### config.mk
export PLATFORM = sky130hd
export DESIGN_NAME = packet_tuple_filter_table
export DESIGN_NICKNAME = d
export VERILOG_FILES = /design/src/rtl/ptf_pkg.sv /design/src/rtl/ptf_ram.sv /design/src/rtl/ptf_engine.sv /design/src/rtl/packet_tuple_filter_table.sv
export SDC_FILE = /design/constraint.sdc
export NUM_CORES = 2
export LEC_CHECK = 0
export BUFFER_PORTS_ARGS = -buffer_cell sky130_fd_sc_hd__buf_2
export CAP_MARGIN = 20
export CORE_UTILIZATION = 45
export CTS_CLUSTER_DIAMETER = 60
export DETAILED_ROUTE_END_ITERATION = 10
export PLACE_DENSITY = 0.74
export SYNTH_ARGS = -nofsm -noshare
export SYNTH_HDL_FRONTEND = slang
export SYNTH_SLANG_ARGS = --single-unit
### constraint.sdc
create_clock -name clk -period 18.3 [get_ports clk]
set_input_delay 3.66 -clock clk [delete_from_list [all_inputs] [get_ports clk]]
set_output_delay 3.66 -clock clk [all_outputs]
set_load 0.1 [all_outputs]
### src/rtl/ptf_pkg.sv
package ptf_pkg;

	localparam int TABLE_DEPTH = 16;
	localparam int IDX_W = (TABLE_DEPTH > 1) ? $clog2(TABLE_DEPTH) : 1;
	localparam int CNT_W = $clog2(TABLE_DEPTH + 1);

	typedef enum logic [2:0] {
		OP_APPEND = 3'd0,
		OP_WRITE  = 3'd1,
		OP_DELETE = 3'd2,
		OP_LOOKUP = 3'd3,
		OP_SETCNT = 3'd4
	} op_t;

	typedef enum logic [1:0] {
		ST_OK      = 2'd0,
		ST_FULL    = 2'd1,
		ST_RANGE   = 2'd2,
		ST_NOMATCH = 2'd3
	} status_t;

	typedef struct packed {
		logic [7:0]  kind;
		logic [31:0] source;
		logic [31:0] dest;
		logic [31:0] port_pair;
	} entry_t;

	localparam int ENTRY_W = $bits(entry_t);

	typedef struct packed {
		op_t              opcode;
		logic [IDX_W-1:0] entry_index;
		logic [CNT_W-1:0] new_count;
		entry_t           key;
	} req_t;

	typedef struct packed {
		status_t          status;
		logic [IDX_W-1:0] result_index;
		logic [CNT_W-1:0] entry_count;
	} res_t;

endpackage

### src/rtl/ptf_ram.sv
module ptf_ram #(
	parameter int WIDTH = 8,
	parameter int DEPTH = 16
) (
	input  logic                                      clk,
	input  logic                                      we,
	input  logic [((DEPTH > 1) ? $clog2(DEPTH) : 1)-1:0] waddr,
	input  logic [WIDTH-1:0]                          wdata,
	input  logic [((DEPTH > 1) ? $clog2(DEPTH) : 1)-1:0] raddr,
	output logic [WIDTH-1:0]                          rdata
);

	logic [WIDTH-1:0] mem_q [DEPTH];

	always_ff @(posedge clk) begin
		if (we) begin
			mem_q[waddr] <= wdata;
		end
		rdata <= mem_q[raddr];
	end

endmodule

### src/rtl/ptf_engine.sv
module ptf_engine (
	input  logic                        clk,
	input  logic                        arst_n,
	input  logic                        req_valid,
	output logic                        req_ready,
	input  ptf_pkg::req_t               req,
	output logic                        res_valid,
	input  logic                        res_ready,
	output ptf_pkg::res_t               res,
	output logic                        ram_we,
	output logic [ptf_pkg::IDX_W-1:0]   ram_waddr,
	output ptf_pkg::entry_t             ram_wdata,
	output logic [ptf_pkg::IDX_W-1:0]   ram_raddr,
	input  ptf_pkg::entry_t             ram_rdata
);

	import ptf_pkg::*;

	typedef enum logic [6:0] {
		S_IDLE   = 7'b0000001,
		S_LK_RD  = 7'b0000010,
		S_LK_CMP = 7'b0000100,
		S_DL_RD  = 7'b0001000,
		S_DL_WR  = 7'b0010000,
		S_CLR    = 7'b0100000,
		S_DONE   = 7'b1000000
	} state_t;

	state_t           state_q, state_d;
	logic [CNT_W-1:0] cnt_q, cnt_d;
	logic [CNT_W-1:0] k_q, k_d;
	logic [CNT_W-1:0] tgt_q, tgt_d;
	entry_t           key_q, key_d;
	status_t          st_q, st_d;
	logic [IDX_W-1:0] ridx_q, ridx_d;
	logic [CNT_W-1:0] k1, k2, idx_ext;

	assign k1      = k_q + CNT_W'(1);
	assign k2      = k_q + CNT_W'(2);
	assign idx_ext = CNT_W'(req.entry_index);

	assign req_ready = (state_q == S_IDLE);
	assign res_valid = (state_q == S_DONE);
	assign res       = '{status: st_q, result_index: ridx_q, entry_count: cnt_q};

	always_comb begin
		state_d   = state_q;
		cnt_d     = cnt_q;
		k_d       = k_q;
		tgt_d     = tgt_q;
		key_d     = key_q;
		st_d      = st_q;
		ridx_d    = ridx_q;
		ram_we    = 1'b0;
		ram_waddr = k_q[IDX_W-1:0];
		ram_wdata = req.key;
		ram_raddr = k_q[IDX_W-1:0];
		case (state_q)
			S_IDLE: begin
				if (req_valid) begin
					st_d    = ST_OK;
					ridx_d  = '0;
					key_d   = req.key;
					state_d = S_DONE;
					case (req.opcode)
						OP_APPEND: begin
							if (cnt_q == CNT_W'(TABLE_DEPTH)) begin
								st_d = ST_FULL;
							end else begin
								ram_we    = 1'b1;
								ram_waddr = cnt_q[IDX_W-1:0];
								ridx_d    = cnt_q[IDX_W-1:0];
								cnt_d     = cnt_q + CNT_W'(1);
							end
						end
						OP_WRITE: begin
							if (idx_ext >= cnt_q) begin
								st_d = ST_RANGE;
							end else begin
								ram_we    = 1'b1;
								ram_waddr = req.entry_index;
							end
						end
						OP_DELETE: begin
							k_d = idx_ext;
							if (idx_ext >= cnt_q) begin
								st_d = ST_RANGE;
							end else if (idx_ext + CNT_W'(1) < cnt_q) begin
								state_d = S_DL_RD;
							end else begin
								cnt_d = cnt_q - CNT_W'(1);
							end
						end
						OP_LOOKUP: begin
							k_d = '0;
							if (cnt_q == '0) begin
								st_d = ST_NOMATCH;
							end else begin
								state_d = S_LK_RD;
							end
						end
						OP_SETCNT: begin
							k_d   = '0;
							tgt_d = req.new_count;
							if (req.new_count > CNT_W'(TABLE_DEPTH)) begin
								st_d = ST_RANGE;
							end else if (req.new_count == '0) begin
								cnt_d = '0;
							end else begin
								state_d = S_CLR;
							end
						end
						default: begin
						end
					endcase
				end
			end
			S_LK_RD: begin
				state_d = S_LK_CMP;
			end
			S_LK_CMP: begin
				if (ram_rdata == key_q) begin
					ridx_d  = k_q[IDX_W-1:0];
					state_d = S_DONE;
				end else if (k1 >= cnt_q) begin
					st_d    = ST_NOMATCH;
					state_d = S_DONE;
				end else begin
					k_d     = k1;
					state_d = S_LK_RD;
				end
			end
			S_DL_RD: begin
				ram_raddr = k1[IDX_W-1:0];
				state_d   = S_DL_WR;
			end
			S_DL_WR: begin
				ram_we    = 1'b1;
				ram_wdata = ram_rdata;
				k_d       = k1;
				if (k2 < cnt_q) begin
					state_d = S_DL_RD;
				end else begin
					cnt_d   = cnt_q - CNT_W'(1);
					state_d = S_DONE;
				end
			end
			S_CLR: begin
				ram_we    = 1'b1;
				ram_wdata = '0;
				k_d       = k1;
				if (k1 == tgt_q) begin
					cnt_d   = tgt_q;
					state_d = S_DONE;
				end
			end
			S_DONE: begin
				if (res_ready) begin
					state_d = S_IDLE;
				end
			end
			default: begin
				state_d = S_IDLE;
			end
		endcase
	end

	always_ff @(posedge clk or negedge arst_n) begin
		if (!arst_n) begin
			state_q <= S_IDLE;
			cnt_q   <= '0;
		end else begin
			state_q <= state_d;
			cnt_q   <= cnt_d;
		end
	end

	always_ff @(posedge clk) begin
		k_q    <= k_d;
		tgt_q  <= tgt_d;
		key_q  <= key_d;
		st_q   <= st_d;
		ridx_q <= ridx_d;
	end

endmodule

### src/rtl/packet_tuple_filter_table.sv
// Exact-match five-tuple filter table. Up to TABLE_DEPTH entries (protocol
// type, source and destination address, source and destination port) are
// kept packed at positions 0 to count-1 in a single RAM with one write port
// and one registered read port. Each request transaction carries one
// operation and gives exactly one response transaction with a status, an
// index and the entry count after the operation. Append, write, rejected
// operations and unused opcodes go straight to the response. Lookup reads
// and compares entries in order, up to and including the match (at most the
// count). Delete at index i reads every later entry and writes it back one
// place lower. Set-count writes zero to each entry below new_count, one RAM
// write per cleared entry. All of these steps use the single RAM read and
// write port shared by the sequencer. A finished response waits in an output
// register, so a new request is taken while the previous response is still
// pending; the engine stalls only when a second response would overwrite it.
module packet_tuple_filter_table (
	input  logic                        clk,
	input  logic                        arst_n,
	input  logic                        req_valid,
	output logic                        req_ready,
	input  logic [2:0]                  opcode,
	input  logic [ptf_pkg::IDX_W-1:0]   entry_index,
	input  logic [ptf_pkg::CNT_W-1:0]   new_count,
	input  logic [7:0]                  proto_type,
	input  logic [31:0]                 src_addr,
	input  logic [31:0]                 dst_addr,
	input  logic [15:0]                 src_port,
	input  logic [15:0]                 dst_port,
	output logic                        rsp_valid,
	input  logic                        rsp_ready,
	output logic [1:0]                  status,
	output logic [ptf_pkg::IDX_W-1:0]   result_index,
	output logic [ptf_pkg::CNT_W-1:0]   entry_count
);

	import ptf_pkg::*;

	req_t             req;
	res_t             res;
	logic             res_valid;
	logic             res_ready;
	logic             ram_we;
	logic [IDX_W-1:0] ram_waddr;
	entry_t           ram_wdata;
	logic [IDX_W-1:0] ram_raddr;
	entry_t           ram_rdata;
	logic [ENTRY_W-1:0] ram_rdata_raw;
	logic             out_valid_q;
	res_t             out_q;

	// The request fields are gathered into one struct; the two ports are
	// stored together as one word, source port in the upper half.
	assign req.opcode          = op_t'(opcode);
	assign req.entry_index     = entry_index;
	assign req.new_count       = new_count;
	assign req.key.kind        = proto_type;
	assign req.key.source      = src_addr;
	assign req.key.dest        = dst_addr;
	assign req.key.port_pair   = {src_port, dst_port};

	ptf_engine u_engine (
		.clk       (clk),
		.arst_n    (arst_n),
		.req_valid (req_valid),
		.req_ready (req_ready),
		.req       (req),
		.res_valid (res_valid),
		.res_ready (res_ready),
		.res       (res),
		.ram_we    (ram_we),
		.ram_waddr (ram_waddr),
		.ram_wdata (ram_wdata),
		.ram_raddr (ram_raddr),
		.ram_rdata (ram_rdata)
	);

	// Entry storage. Contents are not reset: only entries below the count are
	// ever read, and each of them was appended, written or cleared first.
	ptf_ram #(
		.WIDTH (ENTRY_W),
		.DEPTH (TABLE_DEPTH)
	) u_ram (
		.clk   (clk),
		.we    (ram_we),
		.waddr (ram_waddr),
		.wdata (ram_wdata),
		.raddr (ram_raddr),
		.rdata (ram_rdata_raw)
	);

	assign ram_rdata = entry_t'(ram_rdata_raw);

	// Output register: the engine hands over a result whenever the register is
	// empty or its transaction completes in this cycle.
	assign res_ready = !out_valid_q || rsp_ready;

	always_ff @(posedge clk or negedge arst_n) begin
		if (!arst_n) begin
			out_valid_q <= 1'b0;
		end else if (res_ready) begin
			out_valid_q <= res_valid;
		end
	end

	always_ff @(posedge clk) begin
		if (res_valid && res_ready) begin
			out_q <= res;
		end
	end

	assign rsp_valid    = out_valid_q;
	assign status       = out_q.status;
	assign result_index = out_q.result_index;
	assign entry_count  = out_q.entry_count;

	// The count reported never exceeds the table depth.
	a_count_bound: assert property (@(posedge clk) disable iff (!arst_n)
		rsp_valid |-> (entry_count <= CNT_W'(TABLE_DEPTH)))
		else $error("entry count above table depth");

	// A full refusal only happens with every slot in use.
	a_full_count: assert property (@(posedge clk) disable iff (!arst_n)
		(rsp_valid && (status == ST_FULL)) |-> (entry_count == CNT_W'(TABLE_DEPTH)))
		else $error("table full reported below depth");

	// Refused requests and failed lookups report index zero.
	a_fail_index: assert property (@(posedge clk) disable iff (!arst_n)
		(rsp_valid && ((status == ST_RANGE) || (status == ST_NOMATCH)))
		|-> (result_index == '0))
		else $error("nonzero index on failed operation");

	// The engine works on one request at a time.
	a_one_at_a_time: assert property (@(posedge clk) disable iff (!arst_n)
		(req_valid && req_ready) |=> !req_ready)
		else $error("request accepted while engine busy");

endmodule

# [Word-level counts from Yosys, hierarchy flattened]
# Memories as Yosys holds them, arrays and structs flattened. A register that Yosys moved wholly into a read port is not among the register bits.
# Index checks and enable logic that the tools add are counted.
[totals] ff_bits=144 mem_bits_rw=1664 out_inout_bits=13 elab_cells=129 n_memories=1
[op_classes] n_addsub=5 magnitude_cmp=5 eq_ne=29 n_mux=56 reduce_logical=19
[memory_table] memory="u_ram.mem_q" words=16 word_bits=104 read_ports=1 rd_clocked_by_memory_dff=1 wr=1 line_no="ptf_ram.sv:13" rtl="logic [WIDTH-1:0] mem_q [DEPTH];"
[op_table] operator="case mux 104 bit (2 select lines)" count=1
[op_table] operator="equality test 104 bit" count=1
[op_table] operator="two-way mux 7 bit" count=11
[op_table] operator="two-way mux 5 bit" count=11
[op_table] operator="case mux 7 bit (7 select lines)" count=1
[op_table] operator="case mux 5 bit (3 select lines)" count=3
[op_table] operator="two-way mux 4 bit" count=9
[op_table] operator="case mux 7 bit (3 select lines)" count=1
[op_table] operator="case mux 4 bit (2 select lines)" count=2
[op_table] operator="two-way mux 2 bit" count=6
[op_table] operator="inequality test 3 bit (second input constant)" count=4
[op_table] operator="adder 5 x 1 -> 5 bit (second input constant)" count=2
[op_table] operator="zero test 5 bit" count=2
[op_table] operator="less-than comparator 5 bit" count=2
[op_table] operator="case mux 5 bit (2 select lines)" count=1
[op_table] operator="AND reduction 10 bit" count=1
[op_table] operator="AND reduction 3 bit" count=3
[op_table] operator="inequality test 2 x 1 -> 1 bit (second input constant)" count=4
[op_table] operator="inequality test 2 bit (second input constant)" count=4
[op_table] operator="case mux 2 bit (4 select lines)" count=1
[op_table] operator="equality test 7 x 1 -> 1 bit (second input constant)" count=1
[op_table] operator="equality test 7 x 2 -> 1 bit (second input constant)" count=1
[op_table] operator="equality test 7 x 3 -> 1 bit (second input constant)" count=1
[op_table] operator="equality test 7 x 4 -> 1 bit (second input constant)" count=1
[op_table] operator="other kinds (29)" count=40

# [Depth between registers and ports, before layout]
[depth] word_depth=7 depth_mapped=13 mapped_depth_nobuf=9

# [By module]
# A second synthesis with hierarchy kept.
[unflattened] cells_unflattened=3325 area_unflattened_um2=72430.7
[by_module_without_submodules] mod="ptf_ram" instances=1 cells_each=2662 area_each_um2=64257.9 seq_area_each_um2=52049.9
[by_module_without_submodules] mod="ptf_engine" instances=1 cells_each=648 area_each_um2=7788.7 seq_area_each_um2=3905.0
[by_module_without_submodules] mod="packet_tuple_filter_table" instances=1 cells_each=15 area_each_um2=384.1 seq_area_each_um2=355.3

# [Least setup slack after synthesis]
# Ideal clock, no wire load.
[synth_timing] path_type="in2reg" startpoint="in req_valid" endpoint="mem u_ram.mem_q[2][0] (netlist bit) (enable)" setup_ns=0.822 t_arrival_ns=18.814 path_slack_ns=-1.336 cell_stages=6 path_buffers=0 path_cell_list="inv_1 > nor3_2 > nand2b_1 > a21oi_1 > o21ai_1 > nor4_1"
[synth_between] elab_chain_len=4 word_cells_on_any_way=6 cone_classes="mux (6)"
[synth_rtl] element="start: declaration" line_no="packet_tuple_filter_table.sv:18" rtl="input logic req_valid,"
[synth_rtl] element="two-way mux 1 bit" line_no="ptf_engine.sv:60" rtl="if (req_valid) begin"
[synth_rtl] element="case mux 1 bit (2 select lines)" line_no="ptf_engine.sv:58" rtl="case (state_q)"
[synth_rtl] element="two-way mux 1 bit" line_no="ptf_ram.sv:16" rtl="if (we) begin"
[synth_rtl] element="two-way mux 1 bit (not written as such)" line_no="ptf_ram.sv:17" rtl="mem_q[waddr] <= wdata;"
[synth_rtl] element="end: declaration" line_no="ptf_ram.sv:13"
# Parallel ways exist; a longest one is shown, timed or not.

# [Worst setup path after layout]
[layout_timing] startpoint="in entry_index[0] (netlist bit)" endpoint="mem u_ram.mem_q[13][36] (netlist bit) (enable)"
[layout_between] elab_chain_len=7 word_cells_on_any_way=11 cone_classes="order compare (1); mux (10)"
[layout_rtl] element="start: declaration" line_no="packet_tuple_filter_table.sv:21" rtl="input logic [ptf_pkg::IDX_W-1:0] entry_index,"
[layout_rtl] element="greater-or-equal comparator 4 x 5 -> 1 bit" line_no="ptf_engine.sv:77" rtl="if (idx_ext >= cnt_q) begin"
[layout_rtl] element="two-way mux 1 bit" line_no="ptf_engine.sv:77"
[layout_rtl] element="case mux 1 bit (2 select lines)" line_no="ptf_engine.sv:65" rtl="case (req.opcode)"
[layout_rtl] element="two-way mux 1 bit" line_no="ptf_engine.sv:60"
[layout_rtl] element="case mux 1 bit (2 select lines)" line_no="ptf_engine.sv:58"
[layout_rtl] element="two-way mux 1 bit" line_no="ptf_ram.sv:16"
[layout_rtl] element="two-way mux 1 bit (not written as such)" line_no="ptf_ram.sv:17"
# Parallel ways exist; a longest one is shown, timed or not.

==> key figures <==
Global routing
  • Vias in the first global route: 49600
  • GRT Total Usage: 24.4%
  • Largest net degree at the start of global routing: 269
  • Global-route wire length before repair: 327000 um
  • Grt total ovfl: 0
  • Initial antenna violation count: 9

CTS
  • TritonCTS clock tree: yes
  • Worst-Skew Late Latency: 0.84 ns
  • # H-tree levels: 4
  • CTS Sinks: 1912
  • Num CTS Buffers: 182
  • Reg clk slew, reported paths: 0.06 ns
  • Clock Tree Buf Depth: 3
  • Resized cells post-CTS: 0
  • Hold Buf Count CTS: 0
  • CTS root buf: clkbuf_16
  • # Post-CTS Setup Buffers: 0

Setup path
  • CP endpoint kind: flip-flop
  • Critical Path Slowest Stage Cell: buf_4
  • WS Path Type: in -> reg
  • Critical Path RT: 18.75 ns
  • Max stage delay on crit path: 0.93 ns
  • Cell chain of the critical path: buf_2, inv_1, ha_1, nand2b_1, a2111oi_2, o311ai_0, o21ai_0, nand2b_1, nor3_2, buf_4, buf_4
  • Worst-path maximum fanout: 56
  • Worst setup SP type: primary input
  • CP arrival: 8.23 ns

Timing
  • Final min period: 7.78 ns
  • Fmax achieved: 128 MHz
  • Final setup violation count: 0
  • Worst slew pin tran: 1.70 ns
  • Worst setup margin: 10.52 ns
  • Final cycle utilization of the critical path: 42.5%
  • Final hold violation count: 0
  • Unrepaired setup endpoints after global routing: false
  • Worst-case clock skew: 0.0243 ns
  • Worst slew margin: -13.2%
  • Final Slew Violations: 76

Yosys
  • Synth unique cells: 74
  • Synth Flop Type: edfxtp_1
  • Sequential area share after synthesis: 70.5%
  • Synthesized flop and latch total: 1912
  • Syn Nets: 5751
  • Synthesized cell area: 79900 sq um
  • Syn Inst Count: 5604
  • Ys async rst share: 0.680%
  • Mapped Avg Cell Area: 14.2 sq um
  • Ys Warns: 0
  • Number of flops mapped to enable cells by yosys: 1795

Die
  • Die Span X: 423 um
  • Die area: 179000 sq um
  • Die Y: 423 um
  • Ports: 133
  • Rows: 154
  • Core area: 176000 sq um
  • Effective utilization at floorplan: 45.3%

Pwr
  • Pwr/cell area: 124 nW/um^2
  • Switching share of total power: 29.0%
  • Combinational share of power: 17.8%
  • Max IR drop VDD: 0.121 mV
  • Total power: 11.0 mW
  • Clk pwr share: 34.7%
  • Share of power burned in registers: 47.5%
  • Internal power: 7.80 mW
  • P_leak: 30.0 nW
  • Switching power: 3.18 mW

Placement
  • Post-DP HPWL: 117000 um
  • PortBufs: 132
  • Pre-CTS worst setup slack: 9.74 ns
  • Final RePlAce weighted congestion: 0.884
  • Placed cell count: 7711

Route
  • Routed Wire Length: 224000 um
  • Via/cell ratio: 6.31
  • Routed len/inst: 27.8 um
  • Post-route DRC: 0
  • DRT iter0 DRCs: 6927
  • Via count: 50900
  • Drt pass-1 iters: 8
  • Antenna-violating nets left: 0

Run status
  • Status: finished with violations
  • Failing checks: max-slew violations

Flow run
  • Max Cap Viol: 0

Cells and area
  • Multi-input combinational cell area: 21200 sq um
  • Register Area: 56300 sq um
  • Final #Nets: 5704
  • Layout cell share with drive strength beyond 1: 9.99%
  • Finished Layout Cells: 8057
  • Fillers: 14300
  • P&R area growth vs syn: 11.1%

Hold path
  • Worst min path class: reg -> reg
## flip-flops by register name, summed over array words and instances, names as in the netlist, 4 cells and up
register          flops
u_engine.k_q          5
u_ram.mem_q        1664
u_engine.key_q      104
result_index          4
u_engine.tgt_q        5
u_engine.state_q      7
u_engine.cnt_q        5
entry_count           5
u_ram.rdata         104
u_engine.ridx_q       4
## synth_stat cells (33+ instances only)
cell | instances | area [sq um]
a21boi_0 | 73 | 548
and2_1 | 71 | 444
a22oi_1 | 105 | 788
buf_2 | 43 | 215
nand2b_1 | 146 | 913
nand2_1 | 578 | 2170
o32a_1 | 71 | 711
o2111ai_1 | 39 | 342
o21ai_0 | 86 | 430
nor2b_1 | 75 | 469
a32o_1 | 209 | 2090
mux2i_1 | 212 | 2120
mux2_2 | 35 | 394
and3_1 | 76 | 475
o211ai_1 | 182 | 1370
dfxtp_1 | 104 | 2080
edfxtp_1 | 1795 | 53900
o31ai_1 | 107 | 803
inv_1 | 190 | 713
a22o_1 | 104 | 911
nand3_1 | 195 | 976
nand4_1 | 239 | 1500
xnor2_1 | 106 | 928
a32oi_1 | 33 | 289
a211oi_1 | 34 | 255
clkbuf_1 | 353 | 1330
nor2_1 | 53 | 199
nand3b_1 | 71 | 533
## power groups by stage
stage               sequential [mW]  combinational, mW  clock [mW]
floorplan                      5.30               1.19           0
global placement               5.30               1.87           0
detailed placement             5.30               1.91           0
CTS                            5.21               1.92        3.84
global route                   5.23               2.04        4.00
finish                         5.22               1.96        3.81
## stage by stage
step	TNS, ns	hold WS [ns]	area [sq um]	utilization [%]
finish	0	0.421	88800	50.4
global route	0	0.433	88800	50.4
CTS	0	0.424	88700	50.4
detailed placement	0	0.413	82700	46.9
global placement	0	0.414	82700	46.9
floorplan	-277.88	0.400	79900	-
## layout by cell type (no fill, tap or decap), drive strengths merged, types with 5 or more instances in the layout
master,n
o21ai,90
a21boi,73
and2,71
mux2,35
o2111ai,39
a32o,209
inv,202
a211oi,34
clkinv,58
xor2,14
ha,27
nand2,578
dfrtp,12
o32a,71
a22o,104
and3,76
nor4,17
clkbuf,254
a32oi,33
a21oi,14
o211ai,182
nor3,21
mux2i,212
xnor2,106
nor2b,75
nand4,239
a21o,5
dfxtp,104
nand2b,146
clkinvlp,5
a22oi,105
nand3b,71
bufinv,15
o31ai,107
buf,217
nand3,195
edfxtp,1795
nor2,53
## metal layers
layer	GRT usage, %	routed length, um	up-vias
li1	-	-	21700
met1	31.5	85400	25800
met2	39.9	107000	2898
met3	4.04	20500	497
met4	12.5	11300	2
met5	0	13	-
## layout make-up
class                      instances  share of cell area, %
tap                             2340                   3.30
multi-input combinational       3053                   23.9
inverter                         191                  0.811
antenna                            1                0.00282
clock inverter                    89                   1.13
timing repair buffer             217                   1.73
sequential                      1912                   63.4
clock buffer                     254                   5.71
## critical path, delay by kind of cell
family | cells | cell delay [ns]
AND/OR/NAND/NOR | 3 | 0.75
adder cells (fa/ha/maj) | 1 | 0.28
AO/OA/AOI/OAI | 3 | 1.40
buffers and inverters | 4 | 2.04
## logic make-up after synthesis
family	Yosys count	share of synthesized area (%)
flops	1912	70.5
buf+inv	639	3.23
fa+ha+maj	27	0.423
xor+xnor	123	1.41
mux	247	3.15
simple gates	1563	10.1
compound gates	1093	11.1
## path summary, 6_finish.rpt
kind | from | to | slack (ns) | cells past startpoint
max in group asynchronous | arst_n | u_engine.state_q[0]$_DFFE_PN1P_ | 15.28 | 1
hold / removal | u_engine.ridx_q[2]$_DFFE_PP_ | result_index[2]$_DFFE_PP_ | 0.42 | 0
hold reg to reg | u_engine.ridx_q[2]$_DFFE_PP_ | result_index[2]$_DFFE_PP_ | 0.42 | 0
setup / recovery | entry_index[0] | u_ram.mem_q[13][36]$_DFFE_PP_ | 10.52 | 11
min in group asynchronous | arst_n | u_engine.cnt_q[2]$_DFFE_PN0P_ | 2.72 | 1
setup reg to reg | u_engine.state_q[5]$_DFFE_PN0P_ | u_ram.rdata[35]$_DFF_P_ | 12.69 | 11
Power figures use the tool's default switching activity.
